[src/rtl/mlfqs_pkg.sv]
// mlfqs_pkg: shared types, constants and helpers of the feedback-queue scheduler
// used by mlfqs_cell, mlfqs_ctrl and mlfq_process_scheduler_top
// no dependencies
`default_nettype none

package mlfqs_pkg;

    localparam int SLOT_W     = 6;
    localparam int LEVELS     = 4;
    localparam int LVL_W      = 2;
    localparam int TICK_W     = 8;
    localparam int CNT_W      = 7;
    localparam int TIMER_W    = 16;
    localparam int MASK_W     = 64;
    localparam int CFG_IDX_W  = 3;
    localparam int CFG_DATA_W = 16;

    localparam logic [CNT_W-1:0]  CNT_MAX  = 7'd64;
    localparam logic [TICK_W-1:0] TICK_MAX = 8'hff;
    localparam logic [TIMER_W-1:0] TIMER_MAX = 16'hffff;
    localparam logic [LVL_W-1:0]  LVL_LAST = 2'd3;

    localparam logic [CFG_IDX_W-1:0] REG_SLICE0   = 3'd0;
    localparam logic [CFG_IDX_W-1:0] REG_SLICE1   = 3'd1;
    localparam logic [CFG_IDX_W-1:0] REG_SLICE2   = 3'd2;
    localparam logic [CFG_IDX_W-1:0] REG_SLICE3   = 3'd3;
    localparam logic [CFG_IDX_W-1:0] REG_INTERVAL = 3'd4;

    typedef enum logic [2:0] {
        OP_ADD    = 3'd0,
        OP_REMOVE = 3'd1,
        OP_TICK   = 3'd2,
        OP_YIELD  = 3'd3,
        OP_PICK   = 3'd4
    } op_t;

    typedef enum logic [1:0] {
        ST_IDLE,
        ST_EXEC,
        ST_SCAN,
        ST_FIN
    } state_t;

    typedef logic [LEVELS-1:0][CNT_W-1:0]  counts_t;
    typedef logic [LEVELS-1:0][TICK_W-1:0] slices_t;

    // command broadcast to every cell
    typedef struct packed {
        logic              exec;
        op_t               op;
        logic [SLOT_W-1:0] slot;
        logic              running;
        logic              boost;
        slices_t           slices;
    } cmd_t;

    // answer of the addressed cell, zero from all others
    typedef struct packed {
        logic [LVL_W-1:0] level;
        logic             demote;
    } resp_t;

    // token that walks the row of cells one hop per cycle
    typedef struct packed {
        logic                          active;
        logic                          boost;
        logic                          pick;
        logic [LEVELS-1:0]             hit;
        logic [LEVELS-1:0][SLOT_W-1:0] idx;
        counts_t                       counts;
    } carry_t;

    function automatic logic [CNT_W-1:0] cnt_inc(input logic [CNT_W-1:0] c);
        return (c < CNT_MAX) ? CNT_W'(c + 7'd1) : c;
    endfunction

    function automatic logic [CNT_W-1:0] cnt_dec(input logic [CNT_W-1:0] c);
        return (c != '0) ? CNT_W'(c - 7'd1) : c;
    endfunction

endpackage

`default_nettype wire

[src/rtl/mlfqs_cell.sv]
// mlfqs_cell: one process slot (level, slice ticks, yield flag) plus one hop of the scan row
// depends on mlfqs_pkg
`default_nettype none

module mlfqs_cell #(
    parameter int IDX = 0
) (
    input  wire                 clk,
    input  wire                 rst_n,
    input  mlfqs_pkg::cmd_t     cmd,
    input  wire                 live_bit,
    input  wire                 run_bit,
    input  mlfqs_pkg::carry_t   carry_in,
    output mlfqs_pkg::carry_t   carry_out,
    output mlfqs_pkg::resp_t    resp
);
    import mlfqs_pkg::*;

    logic [LVL_W-1:0]  level_reg, level_next;
    logic [TICK_W-1:0] ticks_reg, ticks_next;
    logic              yield_reg, yield_next;
    carry_t            carry_reg, carry_next;

    logic              sel;
    logic [TICK_W-1:0] ticks_inc;
    logic              expire;
    logic              demote;

    assign sel       = (cmd.slot == SLOT_W'(IDX));
    assign ticks_inc = (ticks_reg == TICK_MAX) ? ticks_reg : TICK_W'(ticks_reg + 8'd1);
    assign expire    = !cmd.boost && (ticks_inc >= cmd.slices[level_reg]);
    assign demote    = sel && cmd.exec && (cmd.op == OP_TICK) && cmd.running && expire
                       && !yield_reg && (level_reg != LVL_LAST);

    assign resp.level  = sel ? level_reg : '0;
    assign resp.demote = demote;
    assign carry_out   = carry_reg;

    always_comb
    begin
        level_next = level_reg;
        ticks_next = ticks_reg;
        yield_next = yield_reg;
        carry_next = carry_in;
        if (cmd.exec && sel)
        begin
            case (cmd.op)
                OP_ADD:
                begin
                    level_next = '0;
                    ticks_next = '0;
                    yield_next = 1'b0;
                end
                OP_TICK:
                begin
                    if (cmd.running)
                    begin
                        ticks_next = ticks_inc;
                        if (expire)
                        begin
                            if (yield_reg)
                                yield_next = 1'b0;
                            else if (level_reg != LVL_LAST)
                                level_next = LVL_W'(level_reg + 2'd1);
                            ticks_next = '0;
                        end
                    end
                end
                OP_YIELD:
                begin
                    yield_next = 1'b1;
                    ticks_next = '0;
                end
                default:
                begin
                end
            endcase
        end
        // token pass: boost overrides whatever the tick did to this slot
        if (carry_in.active)
        begin
            if (carry_in.boost && live_bit)
            begin
                if (level_reg != '0)
                begin
                    carry_next.counts[level_reg] = cnt_dec(carry_in.counts[level_reg]);
                    carry_next.counts[0]         = cnt_inc(carry_in.counts[0]);
                end
                level_next = '0;
                ticks_next = '0;
            end
            if (carry_in.pick && run_bit && !carry_in.hit[level_reg])
            begin
                carry_next.hit[level_reg] = 1'b1;
                carry_next.idx[level_reg] = SLOT_W'(IDX);
            end
        end
    end

    always_ff @(posedge clk or negedge rst_n)
    begin
        if (!rst_n)
        begin
            level_reg <= '0;
            ticks_reg <= '0;
            yield_reg <= 1'b0;
            carry_reg <= '0;
        end
        else
        begin
            level_reg <= level_next;
            ticks_reg <= ticks_next;
            yield_reg <= yield_next;
            carry_reg <= carry_next;
        end
    end

endmodule

`default_nettype wire

[config.mk]
export PLATFORM = sky130hd
export DESIGN_NAME = mlfqs_cell
export DESIGN_NICKNAME = d
export VERILOG_FILES = /design/src/rtl/mlfqs_pkg.sv /design/src/rtl/mlfqs_cell.sv
export SDC_FILE = /design/constraint.sdc
export NUM_CORES = 1
export LEC_CHECK = 0
export BUFFER_PORTS_ARGS = -buffer_cell sky130_fd_sc_hd__buf_4
export CAP_MARGIN = 10
export CORE_MARGIN = 8
export CORE_UTILIZATION = 42
export DETAILED_ROUTE_END_ITERATION = 8
export PLACE_DENSITY = 0.73
export SLEW_MARGIN = 0
export SYNTH_ARGS = -nofsm -noshare
export SYNTH_HDL_FRONTEND = slang
export SYNTH_SLANG_ARGS = --single-unit
export TNS_END_PERCENT = 20
[constraint.sdc]
create_clock -name clk -period 3.59 [get_ports clk]
set_clock_uncertainty 0.15 [all_clocks]
set_input_delay 0.5385 -clock clk [delete_from_list [all_inputs] [get_ports clk]]
set_output_delay 0.5385 -clock clk [all_outputs]
set_load 0.01 [all_outputs]
==> reports/results.ini, run 1 <==
[global_route]
grt_pass1_wl_um=17200
grt_overflow_total=0
grt_pass1_vias=3416
track_usage=0.186
grt_antenna_before_repair=0
grt_max_degree=71

[route]
route.detailed.drc=0
drt-vias-per-instance=5.30
wl_um=11300
antenna_left=0
vias=3312
drt_iter0_markers=174
first_pass_iters=4
wire_per_inst_um=18.0

[job]
maxCapViolations=0

[sta]
rsz0062_at_grt=true
slew_headroom=0.408
fin_crit_sh=0.983
timing.fmax_mhz=283
setup_viol=0
final-hold-violation-count=0
finalCriticalPeriod_ps=3530
max_slew.worst_pin.slew_ps=889
maxSlewViolCount=0
finalSetupTns_ps=0

[finish]
largest_register_ffs=59
nFillCells=689
diodes=0
final_common_cell=buf_4
drive_gt1_frac=0.497
multi_input_area_um2=1890
area_growth_pct=50.5
final_nets=631
final_cells=625
layout_common_cells=186 x buf_4, 66 x dfrtp_1, 28 x nor2_1
seq_area_um2=1760

[setup_path]
slowest_stage=dfrtp_2
critPathCaptureType=output port
crit_type=flip-flop to output port
startpoint_type=flip-flop
path_max_fanout=6
slowest_delay_ps=440
path_delay_family=compound AO/OA/AOI/OAI gates
critPathRequiredTime_ps=2900
reg2reg_to=level_reg[0]
arrival_ps=2840
path_cells=ha_4 -> nand3_4 -> or2_4 -> mux2_4 -> ha_4 -> a2111o_1 -> a32oi_2 -> or2_4 -> nor3_4 -> buf_6
cp_num_buf_inv=1
r2r_slack_ps=500
r2r_cells=10
worstReg2RegStart=ticks_reg[0]

[clock_network]
worstSkewPairLatency_ps=340
cts.sinks=70
h-tree-depth=3
cts_hold_buf=0
cts_tree=built
clk_path_buf_depth=2
path_clk_slew_ps=80
cts-root-buf=clkbuf_8
numCtsBuffers=9

[placed_design]
dp.cells=598
dp_hpwl_um=8720
place_congestion=0.887
portBuffers=168

[power_and_ir_drop]
ir_drop_mv=0.173
p_per_area_nw_per_um2=337
p_leak_nw=2.55

[die]
io_pins=169
dieArea_um2=11900
die_h_um=109
num_rows=34
coreArea_um2=8550
die_width_um=109
initial_core_util=0.425

[logic_synthesis]
syn_avg_cell_area_um2=11.1
syn-num-nets=445
synth_cells=326
async_reset_ff_frac=1.00
synth_flop_cell=dfrtp_1
synth_area_um2=3630
synth_cell_types=46
synth_edf_count=0
ys_seq_area_frac=0.482
yosysWarnings=0
synth.ff_latch_count=70

[hold_path]
min_path_type=input port to asynchronous set/reset pin

[run_status]
status=finished, final reports clean

## where the power goes
part	total [W]	switching [W]	internal, W
registers	0.000835	0.0000122	0.000823
logic	0.000275	0.000117	0.000158
clock network	0.000736	0.000307	0.000429
## cells in the mapped netlist (all sizes together), types with 4 or more instances
cell,instances,area (µm²)
nand2,22,82.6
mux2,13,146
ha,12,150
nor2b,19,119
dfrtp,70,1750
a32oi,5,43.8
a21oi,18,90.1
a31oi,4,25.0
and2,8,50.1
mux4,16,360
nand3,6,30.0
inv,14,52.6
o21ai,12,60.1
nor2,28,105
clkbuf,9,33.8
nand2b,6,37.5
xnor2,7,61.3
nor3,9,45.0
or2,7,43.8
## timing repair
| item | CTS | global route |
|---|---|---|
| setup endpoints to repair | 1 | 1 |
| pin swaps | 7 | 5 |
| setup buffers | 2 | 9 |
| resized for setup | 14 | 13 |
## final cells by class
type	instances	share of cell area
flip-flops and latches	70	0.321
clock buffers	11	0.0277
repair buffers	187	0.257
clock inverters	5	0.0149
well taps	108	0.0247
inverters	14	0.00961
multi-input cells	230	0.345
## routing by layer
metal	global-route usage	share of wire	wire length, µm	vias up
met5	0	0	0	-
met4	0.0626	0.016	181	0
met3	0.0585	0.099	1110	17
met2	0.304	0.49	5490	168
met1	0.228	0.40	4500	1574
li1	-	-	-	1553
## worst max-delay path by stage
stage,startpoint,end,slack [ps],depth (start not counted)
floorplan,level_reg[0],resp[0],160,11
global placement,ticks_reg[0],resp[0],160,12
detailed placement,ticks_reg[0],resp[0],80,12
CTS,ticks_reg[0],resp[0],-4,10
global route,ticks_reg[0],resp[0],-70,10
finish,ticks_reg[0],resp[0],60,10
## through the flow
| step | power [W] | setup WS [ps] | hold WS (ps) | cell area (µm²) | utilization |
|---|---|---|---|---|---|
| finish | 0.00185 | 62.0 | 147 | 5470 | 0.640 |
| global route | 0.00193 | -65.9 | 147 | 5470 | 0.640 |
| CTS | 0.00187 | -4.31 | 153 | 5340 | 0.624 |
| detailed placement | 0.00113 | 76.2 | 410 | 5030 | 0.588 |
| global placement | 0.00112 | 163 | 405 | 5030 | 0.588 |
| floorplan | 0.000937 | 156 | 92.9 | 3640 | - |
## cell families after synthesis
kind of cell | Yosys count | share of synthesized area
fa+ha+maj | 12 | 0.0413
compound gates | 58 | 0.104
simple gates | 120 | 0.174
buf+inv | 26 | 0.0320
xor+xnor | 9 | 0.0217
flops | 70 | 0.482
mux | 31 | 0.145
No activity file was read; power rests on OpenSTA's default activity.
==> run 2, diff against run 1 <==
--- a/config.mk
+++ b/config.mk
@@ -8,9 +8,9 @@
 export BUFFER_PORTS_ARGS = -buffer_cell sky130_fd_sc_hd__buf_4
 export CAP_MARGIN = 10
 export CORE_MARGIN = 8
-export CORE_UTILIZATION = 42
+export CORE_UTILIZATION = 47
 export DETAILED_ROUTE_END_ITERATION = 8
-export PLACE_DENSITY = 0.73
+export PLACE_DENSITY = 0.77
 export SLEW_MARGIN = 0
 export SYNTH_ARGS = -nofsm -noshare
 export SYNTH_HDL_FRONTEND = slang
==> constraint.sdc (replaced) <==
create_clock -name clk -period 3.3 [get_ports clk]
set_clock_uncertainty 0.15 [all_clocks]
set_input_delay 0.495 -clock clk [delete_from_list [all_inputs] [get_ports clk]]
set_output_delay 0.495 -clock clk [all_outputs]
set_load 0.01 [all_outputs]
==> run 2 against run 1 <==
  * The flow now finishes with violations (negative setup slack)
  * Routed wire length rose by 0.38%
  * Sequential cell count did not move
  * Worst setup slack got worse by 250 ps
  * Combinational power rose by 9.1%
  * Critical path depth did not move
  * Clock power rose by 17%
  * Power rose by 12%
  * Final cell count did not move
  * First-iteration DRC count rose by 6.9%
  * Critical path type unchanged
==> reports/results.ini, run 2 (same netlist as run 1, synthesis figures left out) <==
[run_status]
status=finished, violations left
violations=negative setup slack

[global_route]
grt.busiest_layer=met2
grt_pass1_vias=3615  ; +5.8%
grt_overflow_total=0  ; unchanged
met2_usage=0.363  ; +0.0584
grtUsageMet3=0.0675  ; +0.00902
track_usage=0.208  ; +0.0217
grt_antenna_before_repair=0  ; unchanged
gr-usage-met1=0.236  ; +0.00831
grt_max_degree=71  ; unchanged
grt_pass1_wl_um=18300  ; +6.1%

[placed_design]
place_congestion=0.892  ; +0.55%
pre_cts_ws_ps=-22.1  ; -98.2 ps
portBuffers=168  ; unchanged
dp_hpwl_um=9060  ; +3.9%

[sta]
timing.fmax_mhz=286
rsz0062_at_grt=true
finalSetupTns_ps=-191  ; -191 ps
finalCriticalPeriod_ps=3490
setup_viol=1  ; +1
slew_headroom=0.421  ; +0.0136
max_slew.worst_pin.slew_ps=868  ; -20.3 ps
final-hold-violation-count=0  ; unchanged
finalWorstSetupSlack_ps=-191  ; -253 ps
maxSlewViolCount=0  ; unchanged
fin_crit_sh=1.06
holdWs_ps=115  ; -32.2 ps

[route]
route.detailed.drc=0  ; unchanged
vias=3334  ; +0.66%
antenna_left=0  ; unchanged
wl_um=11300  ; +0.38%
drt-vias-per-instance=5.33  ; +0.66%
wire_per_inst_um=18.1  ; +0.38%
drt_iter0_markers=186  ; +6.9%
first_pass_iters=5  ; +1

[die]
dieArea_um2=10800  ; -9.1%
num_rows=32  ; -5.9%
io_pins=169  ; unchanged
initial_core_util=0.478  ; +0.0527
coreArea_um2=7610  ; -11%
die_width_um=104  ; -4.7%
die_h_um=104  ; -4.7%

[job]
maxCapViolations=0  ; unchanged

[setup_path]
path_cells=ha_2 -> nand3_4 -> or2_4 -> mux2_4 -> ha_4 -> a2111o_1 -> a32oi_2 -> or2_4 -> nor3_2 -> buf_4
critPathCaptureType=output port
r2r_slack_ps=190  ; -310 ps
cp_common_cell=or2_4
reg2reg_to=level_reg[1]
cp_num_buf_inv=1  ; unchanged
path_delay_family=compound AO/OA/AOI/OAI gates
path_max_fanout=3  ; -3
slowest_delay_ps=420  ; -20 ps
worst-path-stages=10  ; unchanged
critPathRequiredTime_ps=2650  ; -250 ps
startpoint_type=flip-flop
crit_type=flip-flop to output port
r2r_cells=12  ; +2
crit_end=resp[0]
worstReg2RegStart=ticks_reg[2]
arrival_ps=2850  ; about the same
slowest_stage=a2111o_1
crit_path_start=ticks_reg[0]

[clock_network]
cts-root-buf=clkbuf_8
path_clk_slew_ps=70  ; about the same
cts.sinks=70  ; unchanged
cts_hold_buf=0  ; unchanged
h-tree-depth=3  ; unchanged
worstSkewPairLatency_ps=330  ; about the same
clk_path_buf_depth=2  ; unchanged
numCtsBuffers=9  ; unchanged
cts_tree=built

[finish]
layout_common_cells=192 x buf_4, 69 x dfrtp_1, 28 x nor2_1
diodes=0  ; unchanged
area_growth_pct=50.7
drive_gt1_frac=0.489  ; -0.00761
largest_register_ffs=59  ; unchanged
final_nets=637  ; +0.95%
nFillCells=586  ; -15%
final_common_cell=buf_4

[power_and_ir_drop]
p_per_area_nw_per_um2=378  ; +12%
p_leak_nw=2.59  ; +1.6%
ir_drop_mv=0.217  ; +25%
p_total_w=0.00207  ; +12%

[hold_path]
min_path_type=input port to asynchronous set/reset pin

## run 2: worst register-to-register path, cell delays in order (launching register included)
cell and delay (ps):
dfrtp_1 420, nand3_1 170, o21bai_2 250, o21a_1 180
or2_2 330, ha_4 280, nand2_1 60, nor3_2 120
a32oi_2 140, or2_4 260, buf_4 130, buf_4 130
o31ai_1 370
## run 2: what timing repair did
action                     4_1_cts  5_1_grt
setup buffers                    3        2
pin swaps                        7        3
setup endpoints to repair        1        1
gates resized for setup         13        2
## run 2: layer usage
metal	part of all wire	vias up
met5	0	-
met4	0.010	0
met3	0.088	13
met2	0.51	166
met1	0.39	1592
li1	-	1563
## run 2: metrics by stage
stage	std cells	util	instance area (µm²)
after floorplan	326	-	3650
after global placement	604	0.672	5110
after detailed placement	604	0.672	5110
after CTS	623	0.717	5450
after global routing	625	0.720	5480
final	625	0.720	5480
## run 2: report_power, final
| part | internal, W | total [W] | switching [W] | leakage [nW] |
|---|---|---|---|---|
| registers | 0.000895 | 0.000907 | 0.0000119 | 0.840 |
| clock network | 0.000545 | 0.000862 | 0.000317 | 0.130 |
| logic | 0.000173 | 0.000300 | 0.000127 | 1.62 |
| total | 0.00161 | 0.00207 | 0.000456 | 2.59 |
## run 2: layout make-up
type,count,area [µm²],area share
Tap cell,102,128,0.0233
Sequential cell,70,1750,0.320
Inverter,14,52.6,0.00959
Clock buffer,11,151,0.0276
Clock inverter,5,104,0.0190
Timing Repair Buffer,193,1450,0.265
Multi-Input combinational cell,230,1840,0.335
## run 2: worst min-delay path by stage
stage / to / slack [ps]
2_1_floorplan: carry_out[0] / 50
3_5_place_dp: ticks_reg[1] / 420
4_1_cts: carry_out[57] / 120
5_1_grt: carry_out[57] / 100
6_report: carry_out[46] / 120
3_3_place_gp: ticks_reg[1] / 400
==> run 3, diff against run 2 <==
--- a/config.mk
+++ b/config.mk
@@ -8,9 +8,9 @@
 export BUFFER_PORTS_ARGS = -buffer_cell sky130_fd_sc_hd__buf_4
 export CAP_MARGIN = 10
 export CORE_MARGIN = 8
-export CORE_UTILIZATION = 47
+export CORE_UTILIZATION = 51
 export DETAILED_ROUTE_END_ITERATION = 8
-export PLACE_DENSITY = 0.77
+export PLACE_DENSITY = 0.83
 export SLEW_MARGIN = 0
 export SYNTH_ARGS = -nofsm -noshare
 export SYNTH_HDL_FRONTEND = slang
==> constraint.sdc (replaced) <==
create_clock -name clk -period 4.5 [get_ports clk]
set_clock_uncertainty 0.15 [all_clocks]
set_input_delay 0.675 -clock clk [delete_from_list [all_inputs] [get_ports clk]]
set_output_delay 0.675 -clock clk [all_outputs]
set_load 0.01 [all_outputs]
==> run 3 against run 2 <==
  * Combinational power down 26%
  * Count of clock-buffer cells in the layout down 2
  * Power down 27%
  * Sequential power down 27%
  * Largest cell class unchanged
  * Sequential share of layout area up 1.5 points
  * Die area down 6.7%
  * Hold slack better by 170 ps
  * First-iteration DRC count down 6.5%
  * Critical path type unchanged
  * The run now ends clean
==> reports/results.ini, run 3 (same netlist as run 1, synthesis figures left out) <==
[sta]
rsz0062_at_grt=false
max_slew.worst_pin.slew_ps=878  ; +9.91 ps
fin_crit_sh=0.920
holdWs_ps=286  ; +170 ps
maxSlewViolCount=0  ; unchanged
finalSetupTns_ps=0  ; +191 ps
finalCriticalPeriod_ps=4140
final-hold-violation-count=0  ; unchanged
setup_viol=0  ; -1
slew_headroom=0.415  ; -0.00660
finalWorstSetupSlack_ps=359  ; +550 ps
timing.fmax_mhz=241

[setup_path]
r2r_slack_ps=1130  ; +940 ps
reg2reg_to=level_reg[0]
cp_common_cell=nor3_1
critPathCaptureType=output port
worstReg2RegStart=ticks_reg[0]
path_cells=ha_1 -> nand3_1 -> o21bai_1 -> nor3_1 -> or2_2 -> ha_1 -> nand2_1 -> nor3_1 -> a32oi_1 -> buf_4 -> or2_2 -> nor3_1 -> buf_4
startpoint_type=flip-flop
arrival_ps=3320  ; +470 ps
crit_type=flip-flop to output port
slowest_delay_ps=440  ; +20 ps
path_max_fanout=12  ; +9
critPathRequiredTime_ps=3670  ; +1020 ps
r2r_cells=11  ; -1
slowest_stage=dfrtp_1

[clock_network]
path_clk_slew_ps=80  ; about the same
post_cts_resized=0  ; -13
cts.sinks=70  ; unchanged
worstSkewPairLatency_ps=330  ; about the same
cts-root-buf=clkbuf_8
cts_tree=built
h-tree-depth=3  ; unchanged
cts_hold_buf=0  ; unchanged
numCtsBuffers=9  ; unchanged
clk_path_buf_depth=2  ; unchanged
cts_setup_buffers=0  ; -3

[die]
die_width_um=100  ; -3.4%
die_h_um=100  ; -3.4%
num_rows=30  ; -6.3%
coreArea_um2=6830  ; -10%
io_pins=169  ; unchanged
dieArea_um2=10100  ; -6.7%
initial_core_util=0.532  ; +0.0543

[finish]
nFillCells=498  ; -15%
seq_area_um2=1750  ; about the same
final_util=0.765  ; +0.0451
final_common_cell=buf_4
largest_register_ffs=59  ; unchanged
drive_gt1_frac=0.450  ; -0.0393
diodes=0  ; unchanged
layout_common_cells=172 x buf_4, 70 x dfrtp_1, 28 x nor2_1
final_nets=616  ; -3.3%
area_growth_pct=43.8
multi_input_area_um2=1770  ; -3.8%

[placed_design]
dp_hpwl_um=9170  ; +1.2%
portBuffers=168  ; unchanged
pre_cts_ws_ps=779  ; +801 ps
place_congestion=0.903  ; +1.2%

[power_and_ir_drop]
p_per_area_nw_per_um2=289  ; -23%
ir_drop_mv=0.251  ; +16%
p_total_w=0.00151  ; -27%
p_leak_nw=2.46  ; -4.7%

[global_route]
track_usage=0.229  ; +0.0216
grt_max_degree=71  ; unchanged
grt_antenna_before_repair=0  ; unchanged
grt_pass1_vias=3543  ; -2.0%
grt_overflow_total=0  ; unchanged
grt_pass1_wl_um=18000  ; -1.2%

[run_status]
status=finished, final reports clean

[hold_path]
min_path_type=input port to asynchronous set/reset pin

[route]
vias=3281  ; -1.6%
drt_iter0_markers=174  ; -6.5%
wl_um=11600  ; +2.2%
route.detailed.drc=0  ; unchanged
antenna_left=0  ; unchanged
first_pass_iters=4  ; -1
wire_per_inst_um=19.3  ; +6.8%
drt-vias-per-instance=5.49  ; +2.9%

[job]
maxCapViolations=0  ; unchanged

## run 3: cell count changes in the layout (fill, tap and decap cells not counted), sizes merged
cell and delta:
buf -21, clkbuf -2, clkinv +2
## run 3: worst max-delay path: cells and delay by family, from the launching register on
kind / cells / cell delay, ps
AND/OR/NAND/NOR: 7 / 1220
AO/OA/AOI/OAI: 2 / 390
adder cells (fa/ha/maj): 2 / 580
buffers and inverters: 2 / 340
flip-flops: 1 / 440
## run 3: worst max-delay path by stage
stage	from	endpoint	slack [ps]	depth (start not counted)
floorplan	level_reg[0]	resp[0]	710	11
global placement	ticks_reg[0]	resp[0]	830	13
detailed placement	level_reg[0]	resp[0]	780	11
CTS	ticks_reg[0]	resp[0]	390	13
global route	ticks_reg[0]	resp[0]	150	13
finish	ticks_reg[0]	resp[0]	360	13
## run 3: report_power, final
group	internal [W]	total (W)	switching [W]	leakage [nW]
Clock	0.000371	0.000627	0.000255	0.124
Combinational	0.000126	0.000221	0.0000949	1.50
Sequential	0.000656	0.000665	0.00000907	0.842
Total	0.00115	0.00151	0.000359	2.46
## run 3: final cells by class
type | count | area share
Inverter | 14 | 0.0101
Multi-Input combinational cell | 230 | 0.338
Clock buffer | 9 | 0.0237
Sequential cell | 70 | 0.335
Tap cell | 96 | 0.0230
Timing Repair Buffer | 172 | 0.247
Clock inverter | 7 | 0.0232
## run 3: per-layer routing
metal	part of all wire	track usage	vias to the layer above
met2	0.53	0.420	162
met1	0.36	0.241	1586
met3	0.094	0.0789	15
met5	0	0	-
li1	-	-	1518
met4	0.014	0.0663	0
## run 3: through the flow
stage | instance area (µm²) | instances
finish | 5230 | 598
global route | 5230 | 598
CTS | 5230 | 598
detailed placement | 4980 | 582
global placement | 4980 | 582
floorplan | 3630 | 326
