<file path="src/rtl/mlfqs_pkg.sv">
// mlfqs_pkg: shared types, constants and helpers of the feedback-queue scheduler
// used by mlfqs_cell, mlfqs_ctrl and mlfq_process_scheduler_top
// no dependencies
`default_nettype none

package mlfqs_pkg;

    localparam int SLOT_W     = 6;
    localparam int LEVELS     = 4;
    localparam int LVL_W      = 2;
    localparam int TICK_W     = 8;
    localparam int CNT_W      = 7;
    localparam int TIMER_W    = 16;
    localparam int MASK_W     = 64;
    localparam int CFG_IDX_W  = 3;
    localparam int CFG_DATA_W = 16;

    localparam logic [CNT_W-1:0]  CNT_MAX  = 7'd64;
    localparam logic [TICK_W-1:0] TICK_MAX = 8'hff;
    localparam logic [TIMER_W-1:0] TIMER_MAX = 16'hffff;
    localparam logic [LVL_W-1:0]  LVL_LAST = 2'd3;

    localparam logic [CFG_IDX_W-1:0] REG_SLICE0   = 3'd0;
    localparam logic [CFG_IDX_W-1:0] REG_SLICE1   = 3'd1;
    localparam logic [CFG_IDX_W-1:0] REG_SLICE2   = 3'd2;
    localparam logic [CFG_IDX_W-1:0] REG_SLICE3   = 3'd3;
    localparam logic [CFG_IDX_W-1:0] REG_INTERVAL = 3'd4;

    typedef enum logic [2:0] {
        OP_ADD    = 3'd0,
        OP_REMOVE = 3'd1,
        OP_TICK   = 3'd2,
        OP_YIELD  = 3'd3,
        OP_PICK   = 3'd4
    } op_t;

    typedef enum logic [1:0] {
        ST_IDLE,
        ST_EXEC,
        ST_SCAN,
        ST_FIN
    } state_t;

    typedef logic [LEVELS-1:0][CNT_W-1:0]  counts_t;
    typedef logic [LEVELS-1:0][TICK_W-1:0] slices_t;

    // command broadcast to every cell
    typedef struct packed {
        logic              exec;
        op_t               op;
        logic [SLOT_W-1:0] slot;
        logic              running;
        logic              boost;
        slices_t           slices;
    } cmd_t;

    // answer of the addressed cell, zero from all others
    typedef struct packed {
        logic [LVL_W-1:0] level;
        logic             demote;
    } resp_t;

    // token that walks the row of cells one hop per cycle
    typedef struct packed {
        logic                          active;
        logic                          boost;
        logic                          pick;
        logic [LEVELS-1:0]             hit;
        logic [LEVELS-1:0][SLOT_W-1:0] idx;
        counts_t                       counts;
    } carry_t;

    function automatic logic [CNT_W-1:0] cnt_inc(input logic [CNT_W-1:0] c);
        return (c < CNT_MAX) ? CNT_W'(c + 7'd1) : c;
    endfunction

    function automatic logic [CNT_W-1:0] cnt_dec(input logic [CNT_W-1:0] c);
        return (c != '0) ? CNT_W'(c - 7'd1) : c;
    endfunction

endpackage

`default_nettype wire

</file>
<file path="src/rtl/mlfqs_ctrl.sv">
// mlfqs_ctrl: sequencer, input and output words, config registers, boost timer, level counts
// depends on mlfqs_pkg
`default_nettype none

module mlfqs_ctrl #(
    parameter int SLOTS = 64
) (
    input  wire                                 clk,
    input  wire                                 rst_n,
    input  wire                                 in_valid,
    output logic                                in_ready,
    input  wire  [2:0]                          op,
    input  wire  [mlfqs_pkg::SLOT_W-1:0]        slot,
    input  wire                                 is_running,
    input  wire  [mlfqs_pkg::MASK_W-1:0]        runnable_mask,
    input  wire  [mlfqs_pkg::MASK_W-1:0]        live_mask,
    output logic                                out_valid,
    input  wire                                 out_ready,
    output logic                                found,
    output logic [mlfqs_pkg::SLOT_W-1:0]        chosen_slot,
    output logic [mlfqs_pkg::LVL_W-1:0]         slot_level,
    output logic                                boosted,
    output logic                                demoted,
    output logic [mlfqs_pkg::CNT_W-1:0]         count_level0,
    output logic [mlfqs_pkg::CNT_W-1:0]         count_level1,
    output logic [mlfqs_pkg::CNT_W-1:0]         count_level2,
    output logic [mlfqs_pkg::CNT_W-1:0]         count_level3,
    input  wire                                 cfg_valid,
    output logic                                cfg_ready,
    input  wire  [mlfqs_pkg::CFG_IDX_W-1:0]     cfg_index,
    input  wire  [mlfqs_pkg::CFG_DATA_W-1:0]    cfg_data,
    output mlfqs_pkg::cmd_t                     cmd,
    output logic [mlfqs_pkg::MASK_W-1:0]        runnable_reg,
    output logic [mlfqs_pkg::MASK_W-1:0]        live_reg,
    output mlfqs_pkg::carry_t                   head,
    input  mlfqs_pkg::carry_t                   tail,
    input  mlfqs_pkg::resp_t                    bus
);
    import mlfqs_pkg::*;

    state_t             state_reg, state_next;
    op_t                op_reg;
    logic [SLOT_W-1:0]  slot_reg;
    logic               running_reg;
    slices_t            slices_reg;
    logic [TIMER_W-1:0] interval_reg;
    logic [TIMER_W-1:0] timer_reg, timer_next;
    counts_t            counts_reg, counts_next;
    logic               found_reg, found_next;
    logic [SLOT_W-1:0]  chosen_reg, chosen_next;
    logic               boost_reg;
    logic               demote_reg;

    logic               out_valid_reg;
    logic               out_found_reg;
    logic [SLOT_W-1:0]  out_chosen_reg;
    logic [LVL_W-1:0]   out_level_reg;
    logic               out_boosted_reg;
    logic               out_demoted_reg;
    counts_t            out_counts_reg;

    logic               exec;
    logic               slot_ok;
    logic               tick_do;
    logic [TIMER_W-1:0] timer_inc;
    logic               boost_now;
    logic               scan_need;
    logic               out_free;
    logic               load_out;
    logic               accept;
    logic [LVL_W-1:0]   lv_up;
    logic               pick_found;
    logic [SLOT_W-1:0]  pick_slot;

    assign exec      = (state_reg == ST_EXEC);
    assign slot_ok   = ({1'b0, slot_reg} < (SLOT_W + 1)'(SLOTS));
    assign tick_do   = (op_reg == OP_TICK) && slot_ok && running_reg;
    assign timer_inc = (timer_reg == TIMER_MAX) ? timer_reg : TIMER_W'(timer_reg + 16'd1);
    assign boost_now = tick_do && (timer_inc >= interval_reg);
    assign scan_need = (op_reg == OP_PICK) || boost_now;
    assign lv_up     = bus.level + 2'd1;
    assign out_free  = !out_valid_reg || out_ready;

    assign cmd.exec    = exec;
    assign cmd.op      = op_reg;
    assign cmd.slot    = slot_reg;
    assign cmd.running = running_reg;
    assign cmd.boost   = boost_now;
    assign cmd.slices  = slices_reg;

    assign head.active = exec && scan_need;
    assign head.boost  = boost_now;
    assign head.pick   = (op_reg == OP_PICK);
    assign head.hit    = '0;
    assign head.idx    = '0;
    assign head.counts = counts_reg;

    assign cfg_ready = 1'b1;

    assign out_valid    = out_valid_reg;
    assign found        = out_found_reg;
    assign chosen_slot  = out_chosen_reg;
    assign slot_level   = out_level_reg;
    assign boosted      = out_boosted_reg;
    assign demoted      = out_demoted_reg;
    assign count_level0 = out_counts_reg[0];
    assign count_level1 = out_counts_reg[1];
    assign count_level2 = out_counts_reg[2];
    assign count_level3 = out_counts_reg[3];

    // lowest level that saw a runnable slot wins
    always_comb
    begin
        pick_found = 1'b0;
        pick_slot  = '0;
        for (int lv = LEVELS - 1; lv >= 0; lv--)
        begin
            if (tail.hit[lv])
            begin
                pick_found = 1'b1;
                pick_slot  = tail.idx[lv];
            end
        end
    end

    // sequencer
    always_comb
    begin
        state_next = state_reg;
        in_ready   = 1'b0;
        load_out   = 1'b0;
        case (state_reg)
            ST_IDLE:
            begin
                in_ready = 1'b1;
                if (in_valid)
                    state_next = ST_EXEC;
            end
            ST_EXEC:
            begin
                state_next = scan_need ? ST_SCAN : ST_FIN;
            end
            ST_SCAN:
            begin
                if (tail.active)
                    state_next = ST_FIN;
            end
            ST_FIN:
            begin
                if (out_free)
                begin
                    load_out   = 1'b1;
                    in_ready   = 1'b1;
                    state_next = in_valid ? ST_EXEC : ST_IDLE;
                end
            end
            default:
            begin
                state_next = ST_IDLE;
            end
        endcase
    end

    assign accept = in_valid && in_ready;

    always_comb
    begin
        counts_next = counts_reg;
        timer_next  = timer_reg;
        found_next  = found_reg;
        chosen_next = chosen_reg;
        if (exec)
        begin
            found_next  = 1'b0;
            chosen_next = '0;
            case (op_reg)
                OP_ADD:
                begin
                    if (slot_ok)
                        counts_next[0] = cnt_inc(counts_reg[0]);
                end
                OP_REMOVE:
                begin
                    if (slot_ok)
                        counts_next[bus.level] = cnt_dec(counts_reg[bus.level]);
                end
                OP_TICK:
                begin
                    if (tick_do)
                    begin
                        timer_next = boost_now ? '0 : timer_inc;
                        if (bus.demote)
                        begin
                            counts_next[bus.level] = cnt_dec(counts_reg[bus.level]);
                            counts_next[lv_up]     = cnt_inc(counts_reg[lv_up]);
                        end
                    end
                end
                default:
                begin
                end
            endcase
        end
        if ((state_reg == ST_SCAN) && tail.active)
        begin
            counts_next = tail.counts;
            if (tail.pick)
            begin
                found_next  = pick_found;
                chosen_next = pick_slot;
            end
        end
    end

    always_ff @(posedge clk or negedge rst_n)
    begin
        if (!rst_n)
        begin
            state_reg     <= ST_IDLE;
            timer_reg     <= '0;
            counts_reg    <= '0;
            out_valid_reg <= 1'b0;
            slices_reg[0] <= 8'd1;
            slices_reg[1] <= 8'd2;
            slices_reg[2] <= 8'd4;
            slices_reg[3] <= 8'd8;
            interval_reg  <= 16'd100;
        end
        else
        begin
            state_reg  <= state_next;
            timer_reg  <= timer_next;
            counts_reg <= counts_next;
            if (load_out)
                out_valid_reg <= 1'b1;
            else if (out_ready)
                out_valid_reg <= 1'b0;
            if (cfg_valid)
            begin
                case (cfg_index)
                    REG_SLICE0:   slices_reg[0] <= cfg_data[TICK_W-1:0];
                    REG_SLICE1:   slices_reg[1] <= cfg_data[TICK_W-1:0];
                    REG_SLICE2:   slices_reg[2] <= cfg_data[TICK_W-1:0];
                    REG_SLICE3:   slices_reg[3] <= cfg_data[TICK_W-1:0];
                    REG_INTERVAL: interval_reg  <= cfg_data[TIMER_W-1:0];
                    default:
                    begin
                    end
                endcase
            end
        end
    end

    always_ff @(posedge clk)
    begin
        found_reg  <= found_next;
        chosen_reg <= chosen_next;
        if (exec)
        begin
            boost_reg  <= boost_now;
            demote_reg <= bus.demote;
        end
        if (accept)
        begin
            op_reg       <= op_t'(op);
            slot_reg     <= slot;
            running_reg  <= is_running;
            runnable_reg <= runnable_mask;
            live_reg     <= live_mask;
        end
        if (load_out)
        begin
            out_found_reg   <= found_reg;
            out_chosen_reg  <= chosen_reg;
            out_level_reg   <= bus.level;
            out_boosted_reg <= boost_reg;
            out_demoted_reg <= demote_reg;
            out_counts_reg  <= counts_reg;
        end
    end

endmodule

`default_nettype wire

</file>
<file path="config.mk">
export PLATFORM = sky130hd
export DESIGN_NAME = mlfqs_ctrl
export DESIGN_NICKNAME = d
export VERILOG_FILES = /design/src/rtl/mlfqs_pkg.sv /design/src/rtl/mlfqs_ctrl.sv
export SDC_FILE = /design/constraint.sdc
export NUM_CORES = 1
export LEC_CHECK = 0
export CORE_AREA = 2 2 195 197
export CTS_CLUSTER_SIZE = 8
export DETAILED_ROUTE_END_ITERATION = 10
export DIE_AREA = 0 0 197 199
export DONT_BUFFER_PORTS = 1
export PLACE_DENSITY = 0.43
export SYNTH_ARGS = -nofsm -noshare
export SYNTH_HDL_FRONTEND = slang
export SYNTH_SLANG_ARGS = --single-unit
export TNS_END_PERCENT = 20
</file>
<file path="constraint.sdc">
create_clock -name clk -period 18.5 [get_ports clk]
set_clock_uncertainty 0.05 [all_clocks]
set_input_delay 0.925 -clock clk [delete_from_list [all_inputs] [get_ports clk]]
set_output_delay 0.925 -clock clk [all_outputs]
set_load 0.005 [all_outputs]
</file>
==> results of run 1 <==
-- final timing paths --
kind                         startpoint            to  cells past startpoint
hold / removal                    rst_n       head[4]                      0
setup reg to reg           timer_reg[0]  timer_reg[1]                     15
hold reg to reg               boost_reg       boosted                      0
setup / recovery           timer_reg[0]      head[58]                     15
min in group clk              boost_reg       boosted                      0
max in group asynchronous         rst_n        cmd[4]                      1
-- stage by stage --
step                      cells  utilization  setup WS, ns
after detailed placement   1357        0.338         13.42
after floorplan             938            -          6.15
final                      1442        0.372         12.89
after global placement     1357        0.338         13.35
after CTS                  1434        0.372         12.79
after global routing       1438        0.372         12.53
-- area by class of cell --
cell class | count | area (um^2)
inverter | 29 | 109
clock buffer | 74 | 1180
clock inverter | 2 | 36.3
multi-input combinational | 564 | 3890
timing repair buffer | 10 | 95.1
antenna | 8 | 20.0
tap | 474 | 593
fill | 3561 | 23300
sequential | 281 | 7900
-- where the power goes --
group,switching (uW),internal [uW]
Clock,275,430
Sequential,177,890
Combinational,283,167
Total,735,1490
-- synth_stat cells, types with 3 or more instances --
cell type / n
o2bb2ai_1: 3
o211ai_1: 3
a21oi_1: 53
mux2i_1: 8
nand4_1: 4
mux4_2: 12
mux2_2: 38
nor2b_1: 10
o31ai_1: 9
clkbuf_1: 28
o21a_1: 6
a211oi_1: 4
dfstp_2: 7
inv_1: 28
o22ai_1: 15
a22o_1: 5
nand2_1: 62
o21ai_0: 58
a21o_1: 10
a221o_1: 3
dfxtp_1: 7
a31oi_1: 4
nor3_1: 17
nand3_1: 22
a221oi_1: 14
or2_2: 3
nand2b_1: 9
xnor2_1: 15
nor2_1: 55
ha_1: 33
edfxtp_1: 179
xor2_1: 8
buf_4: 33
dfrtp_1: 88
and2_1: 9
and3_1: 14
a31o_2: 5
-- per-layer routing --
metal,part of all wire,global-route usage,vias up
met4,0.024,0.0696,6
li1,-,-,3404
met5,0.0010,0,-
met1,0.39,0.240,3821
met2,0.49,0.322,407
met3,0.093,0.0726,69
-- kinds of logic after synthesis --
| family | count (synthesis) |
|---|---|
| AO/OA/AOI/OAI | 206 |
| multiplexers | 60 |
| XOR/XNOR | 23 |
| adder cells (fa/ha/maj) | 33 |
| buffers and inverters | 93 |
| other | 2 |
| AND/OR/NAND/NOR | 213 |
| flip-flops | 281 |
-- layout by cell type (no fill, tap or decap), drive strengths merged, types with 17 or more instances in the layout --
cell	netlist	layout
edfxtp	179	179
dfrtp	88	88
clkbuf	28	74
nand2	62	62
o21ai	59	59
nor2	55	55
a21oi	53	53
mux2	38	38
ha	33	33
conb	2	29
inv	28	29
nand3	22	22
nor3	17	17
-- worst register-to-register path, cell delays in order, from the launching register on --
cell	delay (ns)
dfrtp_1	0.44
ha_1	0.24
nand2_1	0.11
nor3_1	0.09
a21oi_1	0.49
and3_1	0.30
xor2_1	0.22
ha_1	0.28
a211o_1	0.27
a21oi_1	0.10
o21ai_0	0.09
a2111oi_0	0.65
o21ai_0	0.15
buf_4	0.22
nor2_1	0.41
a32o_1	0.23
==> results.sh, run 1 <==
export IMPL_synth_xor_area_frac=0.0166
export IMPL_path_class="reg -> out"
export IMPL_yosysTopAreaCell="edfxtp_1"
export IMPL_path_cells="ha_1 > nand2_1 > nor3_1 > a21oi_1 > and3_1 > xor2_1 > ha_1 > a211o_1 > a21oi_1 > o21ai_0 > a2111oi_0 > o21ai_0 > buf_4 > and2_1 > a21o_1"
export IMPL_grt_use_total=0.197
export IMPL_clock_path_buffers=3
export IMPL_die_x_um=197
export IMPL_fmaxAchievable_mhz=178
export IMPL_seq_area_frac_synth=0.649
export IMPL_setup_violations=0
export IMPL_netlist_area_um2=12200
export IMPL_critPathMaxStageDelay_ns=0.65
export IMPL_drive_gt1_frac=0.131
export IMPL_cts_resized=0
export IMPL_synth_edf_count=179
export IMPL_htree_levels=2
export IMPL_netlist_area_leader_share=0.442
export IMPL_synth_top_family_by_area="compound AO/OA/AOI/OAI gates"
export IMPL_drt_total_wl_mm=39.8
export IMPL_place_area_um2=12600
export IMPL_yosys_area_share_adder=0.0339
export IMPL_vias_per_cell=5.34
export IMPL_nets=1184
export IMPL_grt_pass1_wl_mm=55.2
export IMPL_path_delay_family="compound AO/OA/AOI/OAI gates"
export IMPL_dieArea_um2=39200
export IMPL_peakVddDrop_mv=0.0593
export IMPL_clk_insertion_delay_late_ns=0.56
export IMPL_cts_made_buffers=41
export IMPL_route_detailed_drc=0
export IMPL_power_uw=2220
export IMPL_ys_ff_latch=281
export IMPL_crit_arrival_ns=4.63
export IMPL_first_pass_iters=5
export IMPL_leakagePower_uw=0.00516
export IMPL_synth_area_per_cell_um2=13.4
export IMPL_fp_row_count=71
export IMPL_hold_buffers=1
export IMPL_antenna_found_initial=12
export IMPL_syn_to_final_growth_pct=13.7
export IMPL_cap_viol_max_count=0
export IMPL_rsz0062_at_grt="no"
export IMPL_synth_compound_area_frac=0.108
export IMPL_holdWs_ns=0.0436
export IMPL_ys_flop_type="edfxtp_1"
export IMPL_grt_ovfl_total=0
export IMPL_start_util=0.328
export IMPL_slew_violations=0
export IMPL_first_global_vias=7480
export IMPL_core_region_area_um2=37100
export IMPL_path_buf_inv=1
export IMPL_num_io_pins=497
export IMPL_final_area_um2=13800
export IMPL_post_cts_setup_buffers=0
export IMPL_synthTopCellsByArea="edfxtp_1, dfrtp_1, mux2_2"
export IMPL_worst_pin_slew_ns=1.02
export IMPL_synthArstFlopShare=0.338
export IMPL_synth_cell_types=61
export IMPL_netlist_instances=911
export IMPL_crit_path_end_kind="output port"
export IMPL_crit_path_max_fanout=16
export IMPL_numPortBuffers=0
export IMPL_clkTransAtPathRegs_ns=0.05
export IMPL_status="completed"
export IMPL_root_buffer="clkbuf_16"
export IMPL_cts_sinks=281
export IMPL_critPathSlowestCell="a2111oi_0"
export IMPL_drt_first_iter_violations=545
export IMPL_synth_mux_area_frac=0.0683
export IMPL_yosys_warnings=0
export IMPL_relSlewSlack=0.316
export IMPL_ant_nets=0
export IMPL_fp_dieH_um=199
export IMPL_hold_class="in -> async"
export IMPL_timing_final_crit_period_ns=5.61
export IMPL_tns_ns=0
export IMPL_grt_max_degree=76
export IMPL_place_gp_congestion=0.909
export IMPL_hold_viol_final=0
export IMPL_start_kind="register"
export IMPL_cts_tree="yes"
export IMPL_period_share=0.303
export IMPL_hpwl_mm=29.0
export IMPL_routedWlPerCell_um=27.6
export IMPL_synthSimpleGateAreaFrac=0.0836
export IMPL_powerDensity_nw_per_um2=161
export IMPL_vias=7707
export IMPL_cp_required_ns=17.53
export IMPL_r2r_slack_ns=14.10
Note: power is estimated with default switching activity, not from simulation.
==> inputs of run 2 (changes only) <==
clock period = 5.6 ns   (was 18.5 ns; I/O delays follow)
==> results.sh, run 2 (same netlist as run 1, synthesis figures left out) <==
export IMPL_status="completed"
export IMPL_drive_gt1_frac=0.109
export IMPL_num_io_pins=497
export IMPL_timing_final_crit_period_ns=4.85
export IMPL_vias=8437
export IMPL_syn_to_final_growth_pct=29.1
export IMPL_fp_dieH_um=199
export IMPL_final_area_um2=15700
export IMPL_vias_per_cell=5.20
export IMPL_r2r_slack_ns=0.82
export IMPL_place_gp_congestion=0.943
export IMPL_r2r_start="timer_reg[0]"
export IMPL_htree_levels=2
export IMPL_cts_sinks=281
export IMPL_cts_tree="yes"
export IMPL_cts_resized=0
export IMPL_crit_path_max_fanout=16
export IMPL_worstReg2RegEnd="state_reg[0]"
export IMPL_route_detailed_drc=0
export IMPL_nets=1378
export IMPL_mostFrequentLayoutCell="dlygate4sd3_1"
export IMPL_routedWlPerCell_um=24.8
export IMPL_crit_start="timer_reg[0]"
export IMPL_peakVddDrop_mv=0.279
export IMPL_first_global_vias=8503
export IMPL_reg2regPathDepth=16
export IMPL_first_pass_iters=5
export IMPL_numPortBuffers=0
export IMPL_holdPathStages=3
export IMPL_period_share=0.866
export IMPL_powerDensity_nw_per_um2=471
export IMPL_drt_first_iter_violations=683
export IMPL_hpwl_mm=28.8
export IMPL_grt_pass1_wl_mm=57.4
export IMPL_min_from="tail[26]"
export IMPL_relSlewSlack=0.346
export IMPL_cts_made_buffers=41
export IMPL_grt_ovfl_total=0
export IMPL_path_class="reg -> out"
export IMPL_cp_endpoint="head[58]"
export IMPL_clkTransAtPathRegs_ns=0.05
export IMPL_hold_viol_final=0
export IMPL_start_kind="register"
export IMPL_crit_path_end_kind="output port"
export IMPL_fmaxAchievable_mhz=206
export IMPL_clock_path_buffers=3
export IMPL_start_util=0.328
export IMPL_drt_total_wl_mm=40.2
export IMPL_place_area_um2=12600
export IMPL_tns_ns=0
export IMPL_core_region_area_um2=37100
export IMPL_fp_row_count=71
export IMPL_crit_arrival_ns=4.52
export IMPL_worst_pin_slew_ns=0.981
export IMPL_power_uw=7400
export IMPL_slew_violations=0
export IMPL_dieArea_um2=39200
export IMPL_root_buffer="clkbuf_16"
export IMPL_grt_max_degree=96
export IMPL_ant_nets=0
export IMPL_cp_required_ns=5.27
export IMPL_rsz0062_at_grt="no"
export IMPL_grt_use_total=0.201
export IMPL_hold_class="in -> reg"
export IMPL_layout_common_cells="dlygate4sd3_1, edfxtp_1, dfrtp_1, nand2_1, o21ai_0"
export IMPL_antenna_found_initial=5
export IMPL_setup_violations=0
export IMPL_cap_viol_max_count=0
export IMPL_clk_insertion_delay_late_ns=0.54
export IMPL_leakagePower_uw=0.00595
export IMPL_die_x_um=197
[run 2: final cells by class]
class / instances / area (um^2)
multi-input combinational: 564 / 3900
sequential: 281 / 7900
fill: 3447 / 21400
tap: 474 / 593
clock inverter: 2 / 21.3
timing repair buffer: 204 / 2040
inverter: 29 / 109
clock buffer: 64 / 1130
antenna: 4 / 10.0
[run 2: worst min-delay path by stage]
stage	end	slack [ns]
after CTS	head[26]	0.03
after global routing	head[26]	0.06
after detailed placement	interval_reg[14]	-0.06
final	head[26]	0.07
after global placement	timer_reg[14]	-0.06
after floorplan	cmd[10]	-0.07
[run 2: worst max-delay path: stages, from the launching register on]
cell and delay [ns]:
dfrtp_1 0.44, ha_1 0.23, nand2_1 0.11, nor3_1 0.09
a21oi_1 0.53, and3_1 0.30, xor2_1 0.18, ha_1 0.26
a211o_1 0.25, a21oi_1 0.10, o21ai_0 0.09, a2111oi_0 0.63
o21ai_0 0.15, buf_4 0.22, and2_1 0.21, a21o_1 0.19
[run 2: power breakdown]
| part | total [uW] | switching (uW) | internal [uW] | leakage (uW) |
|---|---|---|---|---|
| Sequential | 3530 | 586 | 2940 | 0.00285 |
| Combinational | 1650 | 994 | 654 | 0.00255 |
| Clock | 2230 | 859 | 1370 | 0.000554 |
| Total | 7400 | 2440 | 4970 | 0.00595 |
[run 2: layer usage]
layer,global-route usage,share of wire,vias up
li1,-,-,3773
met1,0.243,0.39,4143
met2,0.334,0.49,450
met3,0.0719,0.092,69
met4,0.0705,0.027,2
met5,0,0.00030,-
[run 2: metrics by stage]
stage               setup slack (ns)  utilization  std cells  hold WS [ns]
global placement                1.11        0.339       1357       -0.0563
detailed placement              1.13        0.339       1357       -0.0564
global route                   0.206        0.423       1622        0.0575
finish                         0.749        0.423       1622        0.0710
CTS                            0.565        0.423       1618        0.0287
floorplan                     0.0181            -        938       -0.0656
[run 2: what timing repair did]
item                                   in CTS  in global routing
endpoints found under the hold margin     316                  0
hold buffers                              195                  0
buffers inserted                            0                  0
==> inputs of run 3 (changes only) <==
CELL_PAD_IN_SITES_DETAIL_PLACEMENT = 1   (was not set)
CELL_PAD_IN_SITES_GLOBAL_PLACEMENT = 1   (was not set)
CORE_AREA = 2 2 192 194   (was 2 2 195 197)
DIE_AREA = 0 0 194 196   (was 0 0 197 199)
PLACE_DENSITY = 0.54   (was 0.43)
clock period = 4.5 ns   (was 5.6 ns; I/O delays follow)
==> results.sh, run 3 (same netlist as run 1, synthesis figures left out) <==
export IMPL_worst_slack_ns=0.291
export IMPL_first_global_vias=9301
export IMPL_clk_insertion_delay_late_ns=0.54
export IMPL_vias_per_cell=5.26
export IMPL_mostFrequentLayoutCell="dlygate4sd3_1"
export IMPL_hold_class="in -> reg"
export IMPL_cts_tree="yes"
export IMPL_dieArea_um2=38000
export IMPL_htree_levels=2
export IMPL_place_gp_congestion=0.832
export IMPL_period_share=0.935
export IMPL_cp_required_ns=4.22
export IMPL_cts_sinks=281
export IMPL_dpl_cell_count=1354
export IMPL_crit_path_end_kind="output port"
export IMPL_r2r_slack_ns=0.37
export IMPL_clock_path_buffers=3
export IMPL_crit_start="timer_reg[3]"
export IMPL_clkTransAtPathRegs_ns=0.05
export IMPL_crit_path_max_fanout=11
export IMPL_top_layer="met5"
export IMPL_peakVddDrop_mv=0.396
export IMPL_timing_final_crit_period_ns=4.21
export IMPL_routedWlPerCell_um=26.7
export IMPL_cp_endpoint="cmd[32]"
export IMPL_wl_met2_mm=21.3
export IMPL_vias=8677
export IMPL_grt_pass1_wl_mm=64.4
export IMPL_start_kind="register"
export IMPL_rsz0062_at_grt="no"
export IMPL_worstReg2RegEnd="state_reg[0]"
export IMPL_antenna_found_initial=7
export IMPL_drt_total_wl_mm=44.1
export IMPL_ant_nets=0
export IMPL_fp_row_count=70
export IMPL_reg2regPathDepth=16
export IMPL_numPortBuffers=0
export IMPL_holdWs_ns=0.0210
export IMPL_power_uw=9400
export IMPL_status="completed"
export IMPL_hpwl_mm=30.7
export IMPL_drive_gt1_frac=0.122
export IMPL_fp_dieH_um=196
export IMPL_grt_max_degree=135
export IMPL_root_buffer="clkbuf_16"
export IMPL_route_detailed_drc=0
export IMPL_relSlewSlack=0.340
export IMPL_wl_met1_mm=17.1
export IMPL_start_util=0.337
export IMPL_drt_first_iter_violations=489
export IMPL_setup_violations=0
export IMPL_grt_use_total=0.229
export IMPL_cap_viol_max_count=0
export IMPL_slew_violations=0
export IMPL_instances_no_fill=1650
export IMPL_syn_to_final_growth_pct=32.2
export IMPL_die_x_um=194
export IMPL_cts_made_buffers=41
export IMPL_num_io_pins=497
export IMPL_grt_ovfl_total=0
export IMPL_fmaxAchievable_mhz=238
export IMPL_first_pass_iters=5
export IMPL_wl_met3_mm=3.81
export IMPL_powerDensity_nw_per_um2=585
export IMPL_core_region_area_um2=36100
export IMPL_worst_pin_slew_ns=0.990
export IMPL_path_class="reg -> out"
export IMPL_nets=1409
export IMPL_layout_common_cells="dlygate4sd3_1, edfxtp_1, dfrtp_1, nand2_1, o21ai_0"
export IMPL_pre_cts_ws_ns=0.320
export IMPL_hold_viol_final=0
export IMPL_crit_arrival_ns=3.93
export IMPL_leakagePower_uw=0.00610
export IMPL_r2r_start="timer_reg[3]"
## run 3: power breakdown
group | internal (uW) | leakage, uW | total (uW) | switching, uW
registers | 3660 | 0.00284 | 4400 | 738
clock network | 1730 | 0.000566 | 2860 | 1130
logic | 859 | 0.00269 | 2150 | 1290
## run 3: metal layers
layer | up-vias | GRT usage
met2 | 384 | 0.376
li1 | 3839 | -
met5 | - | 0
met1 | 4370 | 0.268
met3 | 82 | 0.0808
met4 | 2 | 0.108
## run 3: what timing repair did
| action | in CTS | in global routing |
|---|---|---|
| pin swaps | 0 | 4 |
| endpoints found under the setup margin | 3 | 4 |
| hold buffers | 218 | 0 |
| endpoints found under the hold margin | 324 | 0 |
| cloned | 0 | 0 |
| resized for setup | 6 | 6 |
| setup buffers | 0 | 5 |
## run 3: worst min path at each step
stage / start / depth (start not counted) / to / slack (ns)
CTS: tail[34] / 3 / chosen_reg[0] / 0.008
global placement: rst_n / 0 / timer_reg[14] / -0.12
detailed placement: rst_n / 0 / timer_reg[14] / -0.12
global route: tail[34] / 3 / chosen_reg[0] / 0.04
finish: tail[34] / 3 / chosen_reg[0] / 0.02
floorplan: rst_n / 0 / cmd[10] / -0.12
## run 3: critical path: stages (launching register included)
cell	delay, ns
dfrtp_1	0.48
nand4_1	0.13
buf_4	0.17
nor2_4	0.16
a21oi_4	0.10
and3_2	0.26
xor2_2	0.16
ha_1	0.29
a211o_1	0.26
a21oi_1	0.11
o21ai_0	0.12
a2111oi_1	0.44
o21ai_0	0.14
buf_4	0.17
buf_4	0.17
and3_1	0.22
## run 3: metrics by stage
step | setup TNS [ns] | utilization | cell area (um^2)
6_report | 0 | 0.446 | 16100
5_1_grt | 0 | 0.446 | 16100
4_1_cts | 0 | 0.444 | 16000
3_5_place_dp | 0 | 0.349 | 12600
3_3_place_gp | 0 | 0.349 | 12600
2_1_floorplan | -47.52 | - | 12300
## run 3: area by class of cell
| type | instances | area, um^2 |
|---|---|---|
| repair buffers | 235 | 2340 |
| well taps | 468 | 586 |
| inverters | 29 | 109 |
| multi-input cells | 564 | 3950 |
| flip-flops and latches | 281 | 7910 |
| clock buffers | 65 | 1140 |
| fillers | 3690 | 20000 |
| clock inverters | 3 | 42.5 |
| diodes | 5 | 12.5 |
